File: src/hw/rtl/pmac_pkg.sv
// package: widths, reset values, register codes and shared types
`default_nettype none

package pmac_pkg;

   localparam int WORD_W    = 32;
   localparam int PERIOD_W  = 16;
   localparam int CNT_W     = 21;
   localparam int MAX_WORDS = 1048576;

   localparam logic [CNT_W-1:0]    LAST_INDEX   = CNT_W'(MAX_WORDS - 1);
   localparam logic [WORD_W-1:0]   MASK_RESET   = WORD_W'(1);
   localparam logic [PERIOD_W-1:0] PERIOD_RESET = PERIOD_W'(3564);

   // configuration register indexes
   localparam int CSR_IDX_W = 1;
   localparam logic [CSR_IDX_W-1:0] CSR_MARKER_MASK  = 1'b0;
   localparam logic [CSR_IDX_W-1:0] CSR_ORBIT_PERIOD = 1'b1;

   typedef struct packed {
      logic             done;
      logic             marker_found;
      logic [CNT_W-1:0] first_offset;
      logic [CNT_W-1:0] mismatch_count;
   } result_type;

endpackage

`default_nettype wire

File: src/hw/rtl/pmac_channels.sv
// channel interfaces: snapshot words, results and configuration writes
`default_nettype none

interface pmac_req_if;
   logic                        valid;
   logic                        ready;
   logic [pmac_pkg::WORD_W-1:0] sample_word;
   logic                        last_word;
   modport source (output valid, sample_word, last_word, input ready);
   modport sink   (input valid, sample_word, last_word, output ready);
endinterface

interface pmac_rsp_if;
   logic                       valid;
   logic                       ready;
   logic                       marker_found;
   logic [pmac_pkg::CNT_W-1:0] first_offset;
   logic [pmac_pkg::CNT_W-1:0] mismatch_count;
   modport source (output valid, marker_found, first_offset, mismatch_count, input ready);
   modport sink   (input valid, marker_found, first_offset, mismatch_count, output ready);
endinterface

interface pmac_csr_if;
   logic                           valid;
   logic                           ready;
   logic [pmac_pkg::CSR_IDX_W-1:0] index;
   logic [pmac_pkg::WORD_W-1:0]    data;
   modport source (output valid, index, data, input ready);
   modport sink   (input valid, index, data, output ready);
endinterface

`default_nettype wire

File: src/hw/rtl/pmac_scan_core.sv
// scan state and per-word marker check
`default_nettype none

module pmac_scan_core (
   input  logic                          clock,
   input  logic                          reset,
   input  logic                          advance,
   input  logic [pmac_pkg::WORD_W-1:0]   sample_word,
   input  logic                          last_word,
   input  logic [pmac_pkg::WORD_W-1:0]   marker_mask,
   input  logic [pmac_pkg::PERIOD_W-1:0] orbit_period,
   output pmac_pkg::result_type          result
);
   import pmac_pkg::*;

   logic                found_ff, found_in;
   logic [CNT_W-1:0]    index_ff, index_in;
   logic [CNT_W-1:0]    offset_ff, offset_in;
   logic [PERIOD_W-1:0] phase_ff, phase_in;
   logic [CNT_W-1:0]    error_ff, error_in;

   logic [WORD_W-1:0]   masked;
   logic                found_now;
   logic [PERIOD_W-1:0] phase_cur;
   logic [PERIOD_W:0]   phase_inc;
   logic                slot;
   logic                full;
   logic                mismatch;
   logic [CNT_W-1:0]    error_next;
   logic [PERIOD_W-1:0] phase_next;
   logic [CNT_W-1:0]    offset_next;
   logic [CNT_W-1:0]    index_plus;
   logic                scan_end;

   always_comb begin
      masked      = sample_word & marker_mask;
      found_now   = found_ff | (|masked);
      phase_cur   = found_ff ? phase_ff : '0;
      slot        = (phase_cur == '0);
      full        = (masked == marker_mask);
      mismatch    = found_now && (full != slot);
      error_next  = (mismatch && (error_ff != '1)) ? error_ff + CNT_W'(1) : error_ff;
      phase_inc   = {1'b0, phase_cur} + (PERIOD_W + 1)'(1);
      // a period of zero wraps every word, same as a period of one
      phase_next  = (phase_inc >= {1'b0, orbit_period}) ? '0 : phase_inc[PERIOD_W-1:0];
      offset_next = found_ff ? offset_ff : index_ff;
      index_plus  = index_ff + CNT_W'(1);
      scan_end    = last_word || (index_ff >= LAST_INDEX);

      result.done           = scan_end;
      result.marker_found   = found_now;
      result.first_offset   = found_now ? offset_next : index_plus;
      result.mismatch_count = found_now ? error_next : '0;

      found_in  = found_ff;
      index_in  = index_ff;
      offset_in = offset_ff;
      phase_in  = phase_ff;
      error_in  = error_ff;
      if (advance) begin
         if (scan_end) begin
            found_in  = 1'b0;
            index_in  = '0;
            offset_in = '0;
            phase_in  = '0;
            error_in  = '0;
         end else begin
            found_in  = found_now;
            index_in  = index_plus;
            offset_in = offset_next;
            phase_in  = found_now ? phase_next : phase_ff;
            error_in  = error_next;
         end
      end
   end

   always_ff @(posedge clock) begin
      if (reset) begin
         found_ff  <= 1'b0;
         index_ff  <= '0;
         offset_ff <= '0;
         phase_ff  <= '0;
         error_ff  <= '0;
      end else begin
         found_ff  <= found_in;
         index_ff  <= index_in;
         offset_ff <= offset_in;
         phase_ff  <= phase_in;
         error_ff  <= error_in;
      end
   end

endmodule

`default_nettype wire

File: src/hw/rtl/periodic_marker_alignment_check.sv
// top level: periodic orbit marker alignment check over a snapshot stream
//
// usage
//  - req_chan carries snapshot words in order; last_word marks the final one.
//    a word at index MAX_WORDS-1 closes the snapshot on its own
//  - rsp_chan gives one transaction per snapshot: found flag, offset of the
//    first marker word (word count if none) and the mismatch count
//  - csr_chan writes marker_mask (index 0) or orbit_period (index 1); it is
//    always ready and is meant to be used only while the block is idle
//  - throughput: one word per cycle while no closing word waits on a held result,
//    set by the single input register and the short scan logic behind it
//  - the last word is registered in the input register, and its result in the
//    result register, which drives rsp_chan
//  - when rsp_chan stalls, the held result stays put while words that do not
//    end a snapshot keep flowing; a second closing word waits in the input
//    register until the held result is taken
//  - reset clears scan state and all valids and restores mask 1, period 3564
`default_nettype none

module periodic_marker_alignment_check (
   input  logic       clock,
   input  logic       reset,
   pmac_req_if.sink   req_chan,
   pmac_rsp_if.source rsp_chan,
   pmac_csr_if.sink   csr_chan
);
   import pmac_pkg::*;

   // configuration registers
   logic [WORD_W-1:0]   mask_ff, mask_in;
   logic [PERIOD_W-1:0] period_ff, period_in;

   // input register stage
   logic              s1_valid_ff, s1_valid_in;
   logic [WORD_W-1:0] s1_word_ff, s1_word_in;
   logic              s1_last_ff, s1_last_in;

   // result register
   logic             rsp_valid_ff, rsp_valid_in;
   logic             rsp_found_ff, rsp_found_in;
   logic [CNT_W-1:0] rsp_offset_ff, rsp_offset_in;
   logic [CNT_W-1:0] rsp_count_ff, rsp_count_in;

   logic       req_fire;
   logic       out_free;
   logic       s1_advance;
   logic       rsp_load;
   result_type core_result;

   pmac_scan_core u_scan_core (
      .clock        (clock),
      .reset        (reset),
      .advance      (s1_advance),
      .sample_word  (s1_word_ff),
      .last_word    (s1_last_ff),
      .marker_mask  (mask_ff),
      .orbit_period (period_ff),
      .result       (core_result)
   );

   always_comb begin
      // result slot is free if empty or being drained this cycle
      out_free   = !rsp_valid_ff || rsp_chan.ready;
      // words that close nothing never wait on the result side
      s1_advance = s1_valid_ff && (!core_result.done || out_free);
      rsp_load   = s1_advance && core_result.done;
      req_fire   = req_chan.valid && req_chan.ready;

      s1_valid_in = req_fire ? 1'b1 : (s1_advance ? 1'b0 : s1_valid_ff);
      s1_word_in  = req_fire ? req_chan.sample_word : s1_word_ff;
      s1_last_in  = req_fire ? req_chan.last_word : s1_last_ff;

      rsp_valid_in  = rsp_load ? 1'b1 : (rsp_chan.ready ? 1'b0 : rsp_valid_ff);
      rsp_found_in  = rsp_load ? core_result.marker_found : rsp_found_ff;
      rsp_offset_in = rsp_load ? core_result.first_offset : rsp_offset_ff;
      rsp_count_in  = rsp_load ? core_result.mismatch_count : rsp_count_ff;

      mask_in   = mask_ff;
      period_in = period_ff;
      if (csr_chan.valid) begin
         unique case (csr_chan.index)
            CSR_MARKER_MASK:  mask_in   = csr_chan.data;
            CSR_ORBIT_PERIOD: period_in = csr_chan.data[PERIOD_W-1:0];
            default:          ;
         endcase
      end
   end

   assign req_chan.ready          = !s1_valid_ff || s1_advance;
   assign csr_chan.ready          = 1'b1;
   assign rsp_chan.valid          = rsp_valid_ff;
   assign rsp_chan.marker_found   = rsp_found_ff;
   assign rsp_chan.first_offset   = rsp_offset_ff;
   assign rsp_chan.mismatch_count = rsp_count_ff;

   always_ff @(posedge clock) begin
      if (reset) begin
         s1_valid_ff  <= 1'b0;
         rsp_valid_ff <= 1'b0;
         mask_ff      <= MASK_RESET;
         period_ff    <= PERIOD_RESET;
      end else begin
         s1_valid_ff  <= s1_valid_in;
         rsp_valid_ff <= rsp_valid_in;
         mask_ff      <= mask_in;
         period_ff    <= period_in;
      end
   end

   // payload registers, no reset needed
   always_ff @(posedge clock) begin
      s1_word_ff    <= s1_word_in;
      s1_last_ff    <= s1_last_in;
      rsp_found_ff  <= rsp_found_in;
      rsp_offset_ff <= rsp_offset_in;
      rsp_count_ff  <= rsp_count_in;
   end

endmodule

`default_nettype wire

File: src/flat_wrapper.sv
// flat-port wrapper written by rule: the top's interface ports become plain ports
module periodic_marker_alignment_check_flat import pmac_pkg::*;
  (clock, reset, req_chan_valid, req_chan_sample_word, req_chan_last_word, req_chan_ready, rsp_chan_valid, rsp_chan_marker_found, rsp_chan_first_offset, rsp_chan_mismatch_count, rsp_chan_ready, csr_chan_valid, csr_chan_index, csr_chan_data, csr_chan_ready);
  pmac_req_if req_chan_i ();
  pmac_rsp_if rsp_chan_i ();
  pmac_csr_if csr_chan_i ();
  input  logic clock;
  input  logic reset;
  input wire logic [$bits(req_chan_i.valid)-1:0] req_chan_valid;
  input wire logic [$bits(req_chan_i.sample_word)-1:0] req_chan_sample_word;
  input wire logic [$bits(req_chan_i.last_word)-1:0] req_chan_last_word;
  output wire logic [$bits(req_chan_i.ready)-1:0] req_chan_ready;
  output wire logic [$bits(rsp_chan_i.valid)-1:0] rsp_chan_valid;
  output wire logic [$bits(rsp_chan_i.marker_found)-1:0] rsp_chan_marker_found;
  output wire logic [$bits(rsp_chan_i.first_offset)-1:0] rsp_chan_first_offset;
  output wire logic [$bits(rsp_chan_i.mismatch_count)-1:0] rsp_chan_mismatch_count;
  input wire logic [$bits(rsp_chan_i.ready)-1:0] rsp_chan_ready;
  input wire logic [$bits(csr_chan_i.valid)-1:0] csr_chan_valid;
  input wire logic [$bits(csr_chan_i.index)-1:0] csr_chan_index;
  input wire logic [$bits(csr_chan_i.data)-1:0] csr_chan_data;
  output wire logic [$bits(csr_chan_i.ready)-1:0] csr_chan_ready;
  assign req_chan_i.valid = req_chan_valid;
  assign req_chan_i.sample_word = req_chan_sample_word;
  assign req_chan_i.last_word = req_chan_last_word;
  assign req_chan_ready = req_chan_i.ready;
  assign rsp_chan_valid = rsp_chan_i.valid;
  assign rsp_chan_marker_found = rsp_chan_i.marker_found;
  assign rsp_chan_first_offset = rsp_chan_i.first_offset;
  assign rsp_chan_mismatch_count = rsp_chan_i.mismatch_count;
  assign rsp_chan_i.ready = rsp_chan_ready;
  assign csr_chan_i.valid = csr_chan_valid;
  assign csr_chan_i.index = csr_chan_index;
  assign csr_chan_i.data = csr_chan_data;
  assign csr_chan_ready = csr_chan_i.ready;
  periodic_marker_alignment_check u_core (.clock(clock), .reset(reset), .req_chan(req_chan_i), .rsp_chan(rsp_chan_i), .csr_chan(csr_chan_i));
endmodule
File: config.mk
export PLATFORM = sky130hd
export DESIGN_NAME = periodic_marker_alignment_check_flat
export DESIGN_NICKNAME = d
export VERILOG_FILES = /design/src/hw/rtl/pmac_pkg.sv /design/src/hw/rtl/pmac_channels.sv /design/src/hw/rtl/pmac_scan_core.sv /design/src/hw/rtl/periodic_marker_alignment_check.sv /design/src/flat_wrapper.sv
export SDC_FILE = /design/constraint.sdc
export NUM_CORES = 1
export LEC_CHECK = 0
export ABC_AREA = 1
export BUFFER_PORTS_ARGS = -buffer_cell sky130_fd_sc_hd__buf_2
export CORE_MARGIN = 2
export CORE_UTILIZATION = 45
export CTS_BUF_LIST = sky130_fd_sc_hd__clkbuf_4
export DETAILED_ROUTE_END_ITERATION = 10
export PLACE_DENSITY = 0.71
export RECOVER_POWER = 50
export SLEW_MARGIN = 20
export SYNTH_ARGS = -nofsm -noshare
export SYNTH_HDL_FRONTEND = slang
export SYNTH_SLANG_ARGS = --single-unit
File: constraint.sdc
create_clock -name clock -period 5.45 [get_ports clock]
set_clock_uncertainty 0.1 [all_clocks]
set_input_delay 0.2725 -clock clock [delete_from_list [all_inputs] [get_ports clock]]
set_output_delay 0.2725 -clock clock [all_outputs]
set_load 0.05 [all_outputs]
# After elaboration in Yosys (flattened, before gate mapping)
# Cells that the tools add are included.
[word_totals]
register_bits = 206
input_bits = 71
out_inout_bits = 46
word_cells = 60
[classes]
n_addsub = 3
magnitude_cmp = 2
n_eq_ne = 3
muxes = 15
bitwise_logic = 3
n_reduce_logical = 20
[ops]
columns = ["operator", "n"]
rows = [
  ["$mux W21", 6],
  ["$mux W16", 4],
  ["$add A21 B1 Y21 const B", 2],
  ["$and A32 B32 Y32", 1],
  ["$eq A32 B32 Y1", 1],
  ["$reduce_or A32 Y1", 1],
  ["$ge A21 B20 Y1 const B", 1],
  ["$ne A21 B21 Y1 const B", 1],
  ["$add A16 B1 Y17 const B", 1],
  ["$ge A17 B16 Y1", 1],
  ["$logic_not A16 Y1", 1],
  ["$reduce_and A2 Y1", 3],
  ["$reduce_bool A2 Y1", 3],
  ["$logic_and A1 B1 Y1", 5],
  ["$mux W1", 5],
  ["$logic_or A1 B1 Y1", 4],
  ["$logic_not A1 Y1", 3],
  ["$ne A1 B1 Y1", 1],
  ["$not A1 Y1", 1],
  ["$or A1 B1 Y1", 1],
]

# Logic depth before layout (Yosys ltp)
# Gate-level depths: netlist of run 1.
[logic_depth]
depth_word = 8
ltp_mapped = 24
mapped_depth_nobuf = 21

# By module
# From an unflattened synthesis of run 1, not the netlist that was laid out.
[hier_totals]
hier_cells = 1388
hier_area_um2 = 10407.5
[by_module_without_submodules]
columns = ["mod", "instances", "cells_per_inst", "area_per_inst_um2", "seq_area_each_um2"]
rows = [
  ["pmac_scan_core", 1, 1081, 6346.1, 1601.5],
  ["periodic_marker_alignment_check", 1, 307, 4061.4, 3283.1],
]

# Worst setup path after synthesis of run 1
# OpenSTA, ideal clock, no wires.
[synth_timing]
kind = "flip-flop to flip-flop"
start = "register u_core.u_scan_core.found_ff"
end = "register u_core.u_scan_core.phase_ff[10]"
setup_time_ns = 0.070
arrival_time_ns = 3.277
required_time_ns = 5.280
setup_slack_ns = 2.002
path_stages_with_launch = 24
path_buffers = 3
period_less_slack_ns = 3.448
cell_sequence = "dfxtp_1 > buf_2 > buf_1 > nand2_1 > inv_1 > ha_1 > nand2_1 > nor2_1 > nand3_1 > nor2_1 > xor2_1 > inv_1 > ha_1 > a21oi_1 > o21a_1 > nand3_1 > nand2_1 > nand2_1 > nand2_1 > nand2_1 > nand2_1 > clkbuf_1 > nand3_1 > a21oi_1"
[synth_between]
elab_chain_cells = 6
elab_cells_between_ends = 9
classes_between = "add/sub (1); order compare (1); mux (4); bitwise (1); reduce/logical (2)"
[synth_lines]
columns = ["item", "line_no", "source"]
rows = [
  ["start, declared", "pmac_scan_core.sv:16", "logic found_ff, found_in;"],
  ["start signal, assigned", "pmac_scan_core.sv:85", "found_ff <= found_in;"],
  ["$mux W16", "pmac_scan_core.sv:38", "phase_cur = found_ff ? phase_ff : '0;"],
  ["$add A16 B1 Y17", "pmac_scan_core.sv:43", "phase_inc = {1'b0, phase_cur} + (PERIOD_W + 1)'(1);"],
  ["$ge A17 B16 Y1", "pmac_scan_core.sv:45", "phase_next = (phase_inc >= {1'b0, orbit_period}) ? '0 : phase_inc[PERIOD_W-1:0];"],
  ["$mux W16", "pmac_scan_core.sv:45", ""],
  ["$mux W16", "pmac_scan_core.sv:71", "phase_in = found_now ? phase_next : phase_ff;"],
  ["$mux W16", "pmac_scan_core.sv:61", "if (scan_end) begin"],
  ["end signal, assigned", "pmac_scan_core.sv:88", "phase_ff <= phase_in;"],
  ["end, declared", "pmac_scan_core.sv:19", "logic [PERIOD_W-1:0] phase_ff, phase_in;"],
]
# Parallel ways exist; a longest one is shown, timed or not. The select of a mux whose other input is x is not followed.
# A chain may end at the register's enable or synchronous reset.

# Final worst setup path of run 1
[layout_timing]
start = "register u_core.u_scan_core.found_ff"
end = "register u_core.u_scan_core.phase_ff[3]"
# The elaborated chain is that of the path after synthesis.

==> results.py, run 1 <==
metrics = {
    "timing": {
        "fin_setup_tns_ns": 0,
        "grt_setup_unrepaired": "false",
        "timing.final.crit_share_pct": 77.84,
        "fin_crit_ns": 4.242,
        "report.final.setup_viol": 0,
        "report.final.hold_viol_count": 0,
        "slew_headroom_pct": -151.6,
        "slew_violations": 188,
        "transition_at_the_pin_with_the_smallest_max_transition_slack_ns": 3.775,
        "achievable-frequency_mhz": 235.7,
    },
    "run": {
        "max_cap_viol_count": 3,
    },
    "cts": {
        "cts-hold-fix-buffers": 67,
        "numClockSinks": 206,
        "clock_path_buffers": 3,
        "clock-root-buffer": "sky130_fd_sc_hd__clkbuf_4",
        "clock_transition_at_the_register_clock_pins_on_the_worst_setup_and_hold_paths_after_cts_ns": 0.07,
        "cts_tree": "done",
        "post_cts_resize_count": 0,
        "clock_latency_ns": 0.67,
        "numCtsBuffers": 52,
        "h-tree-depth": 2,
        "cts_setup_buffers": 0,
    },
    "power": {
        "cellLeakagePower_nw": 5.223,
        "vdd_drop_max_v": 0.0001892,
        "total_power_divided_by_cell_area_nw_per_um2": 277.0,
    },
    "status": {
        "run_status": "finished with violations",
        "failing_checks": "capacitance limit, slew limit",
    },
    "routing": {
        "drt_first_iter_violations": 844,
        "drt_pass1_iterations": 5,
        "count_of_unresolved_drc_violations_after_routing": 0,
        "routed-via-count": 9482,
        "drt.antenna.violating_nets": 0,
        "detail_route.vias_per_cell": 4.993,
        "wl_per_cell_um": 13.72,
        "wl_mm": 26.05,
    },
    "placement": {
        "dpl-instance-area_um2": 11080,
        "dp_hpwl_mm": 16.20,
        "placement.io_buffers": 115,
        "gp_congestion": 0.9519,
    },
    "min_path": {
        "min_from": "csr_chan_index",
        "hold_path.class": "in -> reg",
    },
    "finish": {
        "area.growth.synth_to_final_pct": 18.96,
        "multiInputGateArea_um2": 4613,
        "sequential_cell_area_um2": 4885,
        "final_design_area_no_fill_um2": 12380,
        "fill_cells": 2102,
        "final_net_count": 1661,
        "final_layout_size_suffix_gt1_share_pct": 11.10,
    },
    "die": {
        "die-width_um": 156.1,
        "initial_core_utilization_pct": 45.96,
        "design.die.area_um2": 24360,
        "core.rowCount": 55,
        "die_y_um": 156.1,
        "num_io_pins": 117,
        "core_area_um2": 22640,
    },
    "yosys": {
        "synthesis.instances": 1382,
        "yosys.area.top_type_share_pct": 25.01,
        "syn-mean-instance-area_um2": 7.530,
        "synthesis.nets": 1473,
        "post_synth_num_cell_types": 38,
        "synth.area.top_cells": "sky130_fd_sc_hd__dfxtp_1 25%, sky130_fd_sc_hd__edfxtp_1 22%, sky130_fd_sc_hd__nand2_1 15%",
        "synthMostInstantiatedCell": "sky130_fd_sc_hd__nand2_1",
        "synth_edf_count": 76,
        "synthFlopType": "sky130_fd_sc_hd__dfxtp_1",
        "seq_area_frac_synth_pct": 46.94,
        "synth_seq_cells": 206,
        "synth.largest_area_cell": "sky130_fd_sc_hd__dfxtp_1",
        "syn-cell-area_um2": 10410,
        "postSynth.asyncResetShare_pct": 0,
        "yosysWarningCount": 0,
        "yosys-top-cells-count": "402 x sky130_fd_sc_hd__nand2_1, 151 x sky130_fd_sc_hd__nor2_1, 145 x sky130_fd_sc_hd__inv_1, 130 x sky130_fd_sc_hd__dfxtp_1, 101 x sky130_fd_sc_hd__a21oi_1",
    },
    "critical_path": {
        "worstPathRequired_ns": 5.69,
        "path_class": "reg -> reg",
        "timing.critical_path.fanout_max": 41,
        "setup.worst_path.start_class": "flop",
        "cp.arrival_ns": 4.48,
        "crit_path_end_kind": "flop",
        "worstReg2RegStart": "u_core.u_scan_core.found_ff",
        "startpoint": "u_core.u_scan_core.found_ff",
    },
    "global_routing": {
        "grt_pass1_vias": 9001,
        "grt_use_total_pct": 21.32,
        "grt_first_pass_wirelength_mm": 42.78,
        "grt.overflow.total": 0,
        "grt_antenna_before_repair": 1,
        "grt_start_max_net_pins": 81,
    },
}
## per-layer routing
metal	wire [um]	global-route usage [%]
met4	653	7.820
met1	11500	27.09
met5	0	0
met3	1791	5.250
met2	12110	35.29
## logic make-up (layout without fill, tap and decap cells)
logic type	after synthesis	in the layout	synth area share [%]
xor gates and xnor gates	41	41	3.451
and+or+nand+nor	717	717	29.15
DFF	206	206	46.94
other	1	2	0.03604
adders and majority gates	20	20	2.405
buffers and inverters	207	438	8.561
AOI/OAI and AO/OA	190	190	9.463
## area by class of cell
type / count / area share (%)
Antenna cell: 1 / 0.02021
Clock buffer: 69 / 4.184
Clock inverter: 28 / 1.567
Inverter: 150 / 4.548
Multi-Input combinational cell: 969 / 37.26
Sequential cell: 206 / 39.46
Tap cell: 285 / 2.881
Timing Repair Buffer: 191 / 10.08
## final timing paths
check | end | slack [ns] | cells after the start
min | u_core.mask_ff[0] | 0.08 | 5
min reg2reg | u_core.u_scan_core.offset_ff[12] | 0.36 | 2
max reg2reg | u_core.u_scan_core.phase_ff[3] | 1.21 | 12
max | u_core.u_scan_core.phase_ff[3] | 1.21 | 12
## flip-flops by register name (all words and copies together) (netlist names)
| signal | count |
|---|---|
| u_core.period_ff | 16 |
| u_core.mask_ff | 32 |
| u_core.rsp_chan.mismatch_count | 21 |
| u_core.u_scan_core.index_ff | 21 |
| u_core.u_scan_core.found_ff | 1 |
| u_core.u_scan_core.phase_ff | 16 |
| u_core.u_scan_core.offset_ff | 21 |
| u_core.rsp_chan.first_offset | 21 |
| u_core.rsp_chan.marker_found | 1 |
| u_core.u_scan_core.error_ff | 21 |
| u_core.s1_last_ff | 1 |
| u_core.rsp_chan.valid | 1 |
| u_core.s1_valid_ff | 1 |
| u_core.s1_word_ff | 32 |
## critical path, cell delays in order (launching register included)
cell	delay, ns
sky130_fd_sc_hd__dfxtp_1	0.71
sky130_fd_sc_hd__buf_4	0.48
sky130_fd_sc_hd__inv_1	0.19
sky130_fd_sc_hd__nand3_1	0.12
sky130_fd_sc_hd__or2_2	0.11
sky130_fd_sc_hd__nor2_1	0.03
sky130_fd_sc_hd__nand3_1	0.06
sky130_fd_sc_hd__buf_4	0.36
sky130_fd_sc_hd__clkinv_1	0.91
sky130_fd_sc_hd__nand2_1	0.41
sky130_fd_sc_hd__nand3_4	0.24
sky130_fd_sc_hd__nand2_1	0.12
sky130_fd_sc_hd__a21oi_1	0.07
## placed cells by master, fill, tap and decap left out, drive strengths merged, types with 40 or more instances in the layout
master         n
a21oi        101
buf           75
clkbuf       118
dfxtp        130
dlygate4sd3   67
edfxtp        76
inv          147
nand2        412
nand3         92
nor2         155
o21ai         74
xor2          40
## per-stage QoR
stage               setup slack (ns)  std cells  total power, mW  utilization (%)  hold WS (ns)
floorplan                      2.002       1382            1.950                -        0.2714
global route                  0.7594       1899            3.594            54.68       0.05192
finish                         1.208       1899            3.429            54.68       0.07603
global placement               1.731       1734            2.034            48.93        0.3477
CTS                            1.480       1898            3.446            55.04       0.02369
detailed placement             1.514       1734            2.040            48.93        0.3506
## report_power, final
group / switching [mW] / total, mW / leakage, nW / internal [mW]
sequential: 0.0336 / 1.69 / 1.78 / 1.66
combinational: 0.240 / 0.360 / 3.03 / 0.120
clock: 0.638 / 1.38 / 0.412 / 0.741
total: 0.912 / 3.43 / 5.22 / 2.52
Note: power is estimated with default switching activity, not from simulation.
==> inputs of run 2 (changes only) <==
PLACE_DENSITY = 0.73   (was 0.71)
clock period = 3.85 ns   (was 5.45 ns; I/O delays follow)
==> results.py, run 2 (synthesized netlist as in run 1, its figures left out) <==
metrics = {
    "global_routing": {
        "grt_use_total_pct": 22.49,
        "grt_first_pass_wirelength_mm": 44.44,
        "grt_start_max_net_pins": 80,
        "grt_antenna_before_repair": 1,
        "grt_pass1_vias": 9316,
        "grt.overflow.total": 0,
    },
    "placement": {
        "dp_hpwl_mm": 17.08,
        "placement.io_buffers": 115,
        "gp_congestion": 0.9483,
    },
    "cts": {
        "numCtsBuffers": 53,
        "clock-root-buffer": "sky130_fd_sc_hd__clkbuf_4",
        "cts_tree": "done",
        "numClockSinks": 206,
        "clock_latency_ns": 0.70,
        "cts_setup_buffers": 0,
        "h-tree-depth": 2,
        "clock_path_buffers": 3,
        "clock_transition_at_the_register_clock_pins_on_the_worst_setup_and_hold_paths_after_cts_ns": 0.07,
    },
    "status": {
        "run_status": "finished clean",
    },
    "die": {
        "core.rowCount": 55,
        "die_y_um": 156.1,
        "design.die.area_um2": 24360,
        "die-width_um": 156.1,
        "num_io_pins": 117,
        "core_area_um2": 22640,
        "initial_core_utilization_pct": 45.96,
    },
    "critical_path": {
        "cp.arrival_ns": 3.92,
        "worst_path_largest_cell_delay_ns": 0.35,
        "cpMaxStageDelayCell": "sky130_fd_sc_hd__dfxtp_1",
        "worstPathRequired_ns": 4.31,
        "crit_path_cell_trace": "buf_4 > nand2_1 > inv_1 > ha_1 > nand2_1 > nor2_1 > nand3_1 > nor2_1 > xor2_1 > inv_1 > ha_1 > a21oi_1 > o21a_1 > nand3_1 > nand2_1 > nand2_1 > nand2_1 > nand2_1 > nand2_2 > nand3_1 > a21oi_1",
        "path_common_cell": "sky130_fd_sc_hd__nand2_1",
        "path_class": "reg -> reg",
        "crit_path_end_kind": "flop",
        "setup.worst_path.start_class": "flop",
        "cp_num_buf_inv": 3,
        "timing.critical_path.fanout_max": 16,
        "timing.critical_path.max_delay_family": "simple AND/OR/NAND/NOR gates",
    },
    "timing": {
        "report.final.setup_viol": 0,
        "slew_violations": 0,
        "fin_crit_ns": 3.458,
        "report.final.hold_viol_count": 0,
        "achievable-frequency_mhz": 289.2,
        "transition_at_the_pin_with_the_smallest_max_transition_slack_ns": 1.058,
        "grt_setup_unrepaired": "false",
        "fin_setup_tns_ns": 0,
        "timing.final.crit_share_pct": 89.82,
        "slew_headroom_pct": 29.01,
    },
    "routing": {
        "drt_first_iter_violations": 651,
        "count_of_unresolved_drc_violations_after_routing": 0,
        "drt.antenna.violating_nets": 0,
        "routed-via-count": 9766,
        "wl_mm": 27.35,
        "detail_route.vias_per_cell": 5.086,
        "drt_pass1_iterations": 5,
        "wl_per_cell_um": 14.25,
    },
    "power": {
        "total_power_divided_by_cell_area_nw_per_um2": 386.5,
        "cellLeakagePower_nw": 5.326,
        "report.power.total_mw": 4.858,
        "vdd_drop_max_v": 0.0003678,
    },
    "run": {
        "max_cap_viol_count": 0,
    },
    "finish": {
        "final_layout_size_suffix_gt1_share_pct": 11.26,
        "final_net_count": 1683,
        "most-common-layout-cells": "403 x sky130_fd_sc_hd__nand2_1, 152 x sky130_fd_sc_hd__nor2_1, 145 x sky130_fd_sc_hd__inv_1",
        "fill_cells": 2049,
        "final_util_pct": 55.52,
        "area.growth.synth_to_final_pct": 20.79,
        "mostFrequentLayoutCell": "sky130_fd_sc_hd__nand2_1",
        "top_regs": "u_core.mask_ff (32), u_core.s1_word_ff (32)",
    },
    "min_path": {
        "hold_path.class": "in -> reg",
    },
}
run 2: worst paths after layout:
check	from	to	slack, ns	cells after the start
min reg2reg	u_core.u_scan_core.offset_ff[15]	u_core.u_scan_core.offset_ff[15]	0.36	2
max reg2reg	u_core.u_scan_core.found_ff	u_core.u_scan_core.phase_ff[10]	0.39	21
min	req_chan_sample_word[9]	u_core.s1_word_ff[9]	0.10	2
max	u_core.u_scan_core.found_ff	u_core.u_scan_core.phase_ff[10]	0.39	21
run 2: what timing repair did:
action,CTS,global route
hold buffers,84,0
setup endpoints to repair,0,16
resized for setup,0,2
endpoints found under the hold margin,83,0
run 2: layout make-up:
type                    instances  area [um^2]  area share (%)
diodes                          1        2.502         0.01991
well taps                     285        356.6           2.837
clock inverters                26        170.2           1.354
inverters                     150        563.0           4.479
multi-input cells             969         4622           36.77
repair buffers                212         1438           11.44
clock buffers                  71        533.0           4.240
flip-flops and latches        206         4885           38.86
run 2: where the power goes:
| group | switching (mW) | internal [mW] |
|---|---|---|
| combinational | 0.348 | 0.183 |
| clock | 0.932 | 1.01 |
| sequential | 0.0439 | 2.34 |
| total | 1.32 | 3.53 |
run 2: through the flow:
stage	std cells	setup slack, ns	area [um^2]	hold WS (ns)
global route	1920	0.01735	12570	0.06012
finish	1920	0.3920	12570	0.1014
CTS	1919	0.1419	12650	0.05168
global placement	1738	0.3773	11110	0.2691
detailed placement	1738	0.2103	11110	0.2706
floorplan	1382	0.4021	10410	0.1914
run 2: routing by layer:
layer	vias to the layer above	routed length, um	global-route usage [%]
met2	356	12830	37.76
met1	4416	11530	27.90
met5	-	0	0
li1	4916	-	-
met3	78	2100	5.250
met4	0	887	9.262
==> inputs of run 3 (changes only) <==
PLACE_DENSITY = 0.66   (was 0.73)
==> results.py, run 3 (synthesized netlist as in run 1, its figures left out) <==
metrics = {
    "die": {
        "initial_core_utilization_pct": 45.96,
        "core_area_um2": 22640,
        "die_y_um": 156.1,
        "core.rowCount": 55,
        "num_io_pins": 117,
        "design.die.area_um2": 24360,
        "die-width_um": 156.1,
    },
    "global_routing": {
        "grt_use_total_pct": 22.43,
        "grt_first_pass_wirelength_mm": 44.59,
        "top_usage_layer": "met2",
        "grt_antenna_before_repair": 1,
        "grt.overflow.total": 0,
        "globalRouteMet1Util_pct": 28.67,
        "grt_start_max_net_pins": 80,
        "grt_pass1_vias": 9258,
        "met3_usage_pct": 4.444,
        "grt_util_met2_pct": 38.05,
    },
    "routing": {
        "drt.antenna.violating_nets": 0,
        "detail_route.vias_per_cell": 5.001,
        "count_of_unresolved_drc_violations_after_routing": 0,
        "drt_first_iter_violations": 580,
        "drt_pass1_iterations": 5,
        "wl_mm": 27.08,
        "wl_per_cell_um": 14.02,
        "routed-via-count": 9656,
    },
    "timing": {
        "transition_at_the_pin_with_the_smallest_max_transition_slack_ns": 1.770,
        "setup_slack_ns": 0.4636,
        "timing.final.crit_share_pct": 87.96,
        "fin_setup_tns_ns": 0,
        "timing.hold.ws_ns": 0.1182,
        "fin_crit_ns": 3.386,
        "slew_violations": 49,
        "slew_headroom_pct": -17.99,
        "grt_setup_unrepaired": "false",
        "report.final.setup_viol": 0,
        "report.final.hold_viol_count": 0,
        "achievable-frequency_mhz": 295.3,
    },
    "finish": {
        "final_layout_size_suffix_gt1_share_pct": 12.10,
        "mostFrequentLayoutCell": "sky130_fd_sc_hd__nand2_1",
        "final_net_count": 1689,
        "top_regs": "u_core.mask_ff (32), u_core.s1_word_ff (32)",
        "area.growth.synth_to_final_pct": 21.81,
        "most-common-layout-cells": "402 x sky130_fd_sc_hd__nand2_1, 152 x sky130_fd_sc_hd__nor2_1, 144 x sky130_fd_sc_hd__inv_1",
    },
    "power": {
        "report.power.total_mw": 4.983,
        "vdd_drop_max_v": 0.0003044,
        "total_power_divided_by_cell_area_nw_per_um2": 393.1,
        "cellLeakagePower_nw": 5.402,
    },
    "cts": {
        "clock_latency_ns": 0.69,
        "clock_transition_at_the_register_clock_pins_on_the_worst_setup_and_hold_paths_after_cts_ns": 0.07,
        "clock_path_buffers": 3,
        "numCtsBuffers": 55,
        "h-tree-depth": 2,
        "cts_setup_buffers": 0,
        "cts_tree": "done",
        "numClockSinks": 206,
        "clock-root-buffer": "sky130_fd_sc_hd__clkbuf_4",
    },
    "min_path": {
        "min_from": "req_chan_sample_word[25]",
        "hold_path.class": "in -> reg",
        "hold_path_depth": 2,
        "hold_path_end": "u_core.s1_word_ff[25]",
    },
    "status": {
        "failing_checks": "capacitance limit, slew limit",
        "run_status": "finished with violations",
    },
    "placement": {
        "setup_slack_after_placement_ns": 0.2980,
        "dp_hpwl_mm": 16.89,
        "placement.io_buffers": 115,
        "gp_congestion": 0.9244,
    },
    "run": {
        "max_cap_viol_count": 1,
    },
    "critical_path": {
        "timing.critical_path.max_delay_family": "simple AND/OR/NAND/NOR gates",
        "cp.arrival_ns": 3.76,
        "setup.worst_path.start_class": "flop",
        "rrSetupSlack_ns": 0.46,
        "path_class": "reg -> reg",
        "crit_path_end_kind": "flop",
        "worstReg2RegStart": "u_core.u_scan_core.found_ff",
        "cpMaxStageDelayCell": "sky130_fd_sc_hd__dfxtp_1",
        "path_common_cell": "sky130_fd_sc_hd__nand2_1",
        "timing.critical_path.fanout_max": 16,
        "worst_path_largest_cell_delay_ns": 0.38,
        "cp_num_buf_inv": 2,
        "crit_path_cell_trace": "nand2_1 > inv_1 > ha_1 > nand2_1 > nor2_1 > nand3_1 > nor2_1 > xor2_1 > inv_1 > ha_1 > nand2_1 > nor2_1 > o21ai_0 > nand3_1 > nand2_1 > nand2_1 > nand2_1 > nand2_1 > nand2_2 > nand3_1 > a21oi_1",
        "worstRegToRegCells": 21,
        "worstPathRequired_ns": 4.23,
        "r2r_end": "u_core.u_scan_core.phase_ff[5]",
    },
}
[run 3: cell count changes in the layout (fill, tap and decap cells not counted), moves of 2 or more]
cell                            previous run  this run
sky130_fd_sc_hd__buf_2                    63        65
sky130_fd_sc_hd__clkbuf_2                  3         1
sky130_fd_sc_hd__clkbuf_4                 71        91
sky130_fd_sc_hd__clkinv_1                 19        11
sky130_fd_sc_hd__clkinv_2                  5         0
sky130_fd_sc_hd__dlygate4sd3_1            84        88
sky130_fd_sc_hd__inv_2                     2         4
[run 3: what timing repair did]
action | CTS | global route
endpoints found under the setup margin | 0 | 16
hold buffers | 88 | 0
resized for setup | 0 | 2
hold endpoints to repair | 86 | 0
[run 3: how the worst max path moves through the flow]
stage                                              start                         endpoint  cells past startpoint
final                        u_core.u_scan_core.found_ff   u_core.u_scan_core.phase_ff[5]                     21
after global routing         u_core.u_scan_core.found_ff   u_core.u_scan_core.phase_ff[4]                     21
after CTS                 u_core.u_scan_core.phase_ff[0]   u_core.u_scan_core.phase_ff[0]                     16
after detailed placement  u_core.u_scan_core.phase_ff[0]  u_core.u_scan_core.phase_ff[10]                     16
after global placement       u_core.u_scan_core.found_ff  u_core.u_scan_core.phase_ff[12]                     14
after floorplan              u_core.u_scan_core.found_ff  u_core.u_scan_core.phase_ff[10]                     23
[run 3: area by class of cell]
cell class                 count  area [um^2]
clock inverter                12        80.08
inverter                     150        563.0
antenna                        2        5.005
timing repair buffer         216         1474
fill                        2102         9965
sequential                   206         4885
multi-input combinational    969         4629
tap                          285        356.6
clock buffer                  91        683.2
[run 3: layer usage]
metal | routed length (um) | part of all wire, %
met2 | 12960 | 48
met4 | 565 | 2.1
met3 | 1602 | 5.9
met5 | 0 | 0
met1 | 11950 | 44
[run 3: power by group]
group	switching (mW)	total (mW)	internal, mW
Sequential	0.0467	2.39	2.34
Clock	0.926	2.06	1.13
Combinational	0.347	0.534	0.187
Total	1.32	4.98	3.66
[run 3: worst reg2reg max path: cells and delay by family (launching register included)]
family	cells	cell delay (ns)
xor gates and xnor gates	1	0.22
DFF	1	0.38
AOI/OAI and AO/OA	2	0.18
and+or+nand+nor	14	1.71
buffers and inverters	2	0.17
adders and majority gates	2	0.48
[run 3: through the flow]
| stage | cell area, um^2 | cells | util, % |
|---|---|---|---|
| 2_1_floorplan | 10410 | 1382 | - |
| 3_5_place_dp | 11110 | 1738 | 49.07 |
| 3_3_place_gp | 11110 | 1738 | 49.07 |
| 5_1_grt | 12680 | 1931 | 55.99 |
| 6_report | 12680 | 1931 | 55.99 |
| 4_1_cts | 12750 | 1929 | 56.33 |
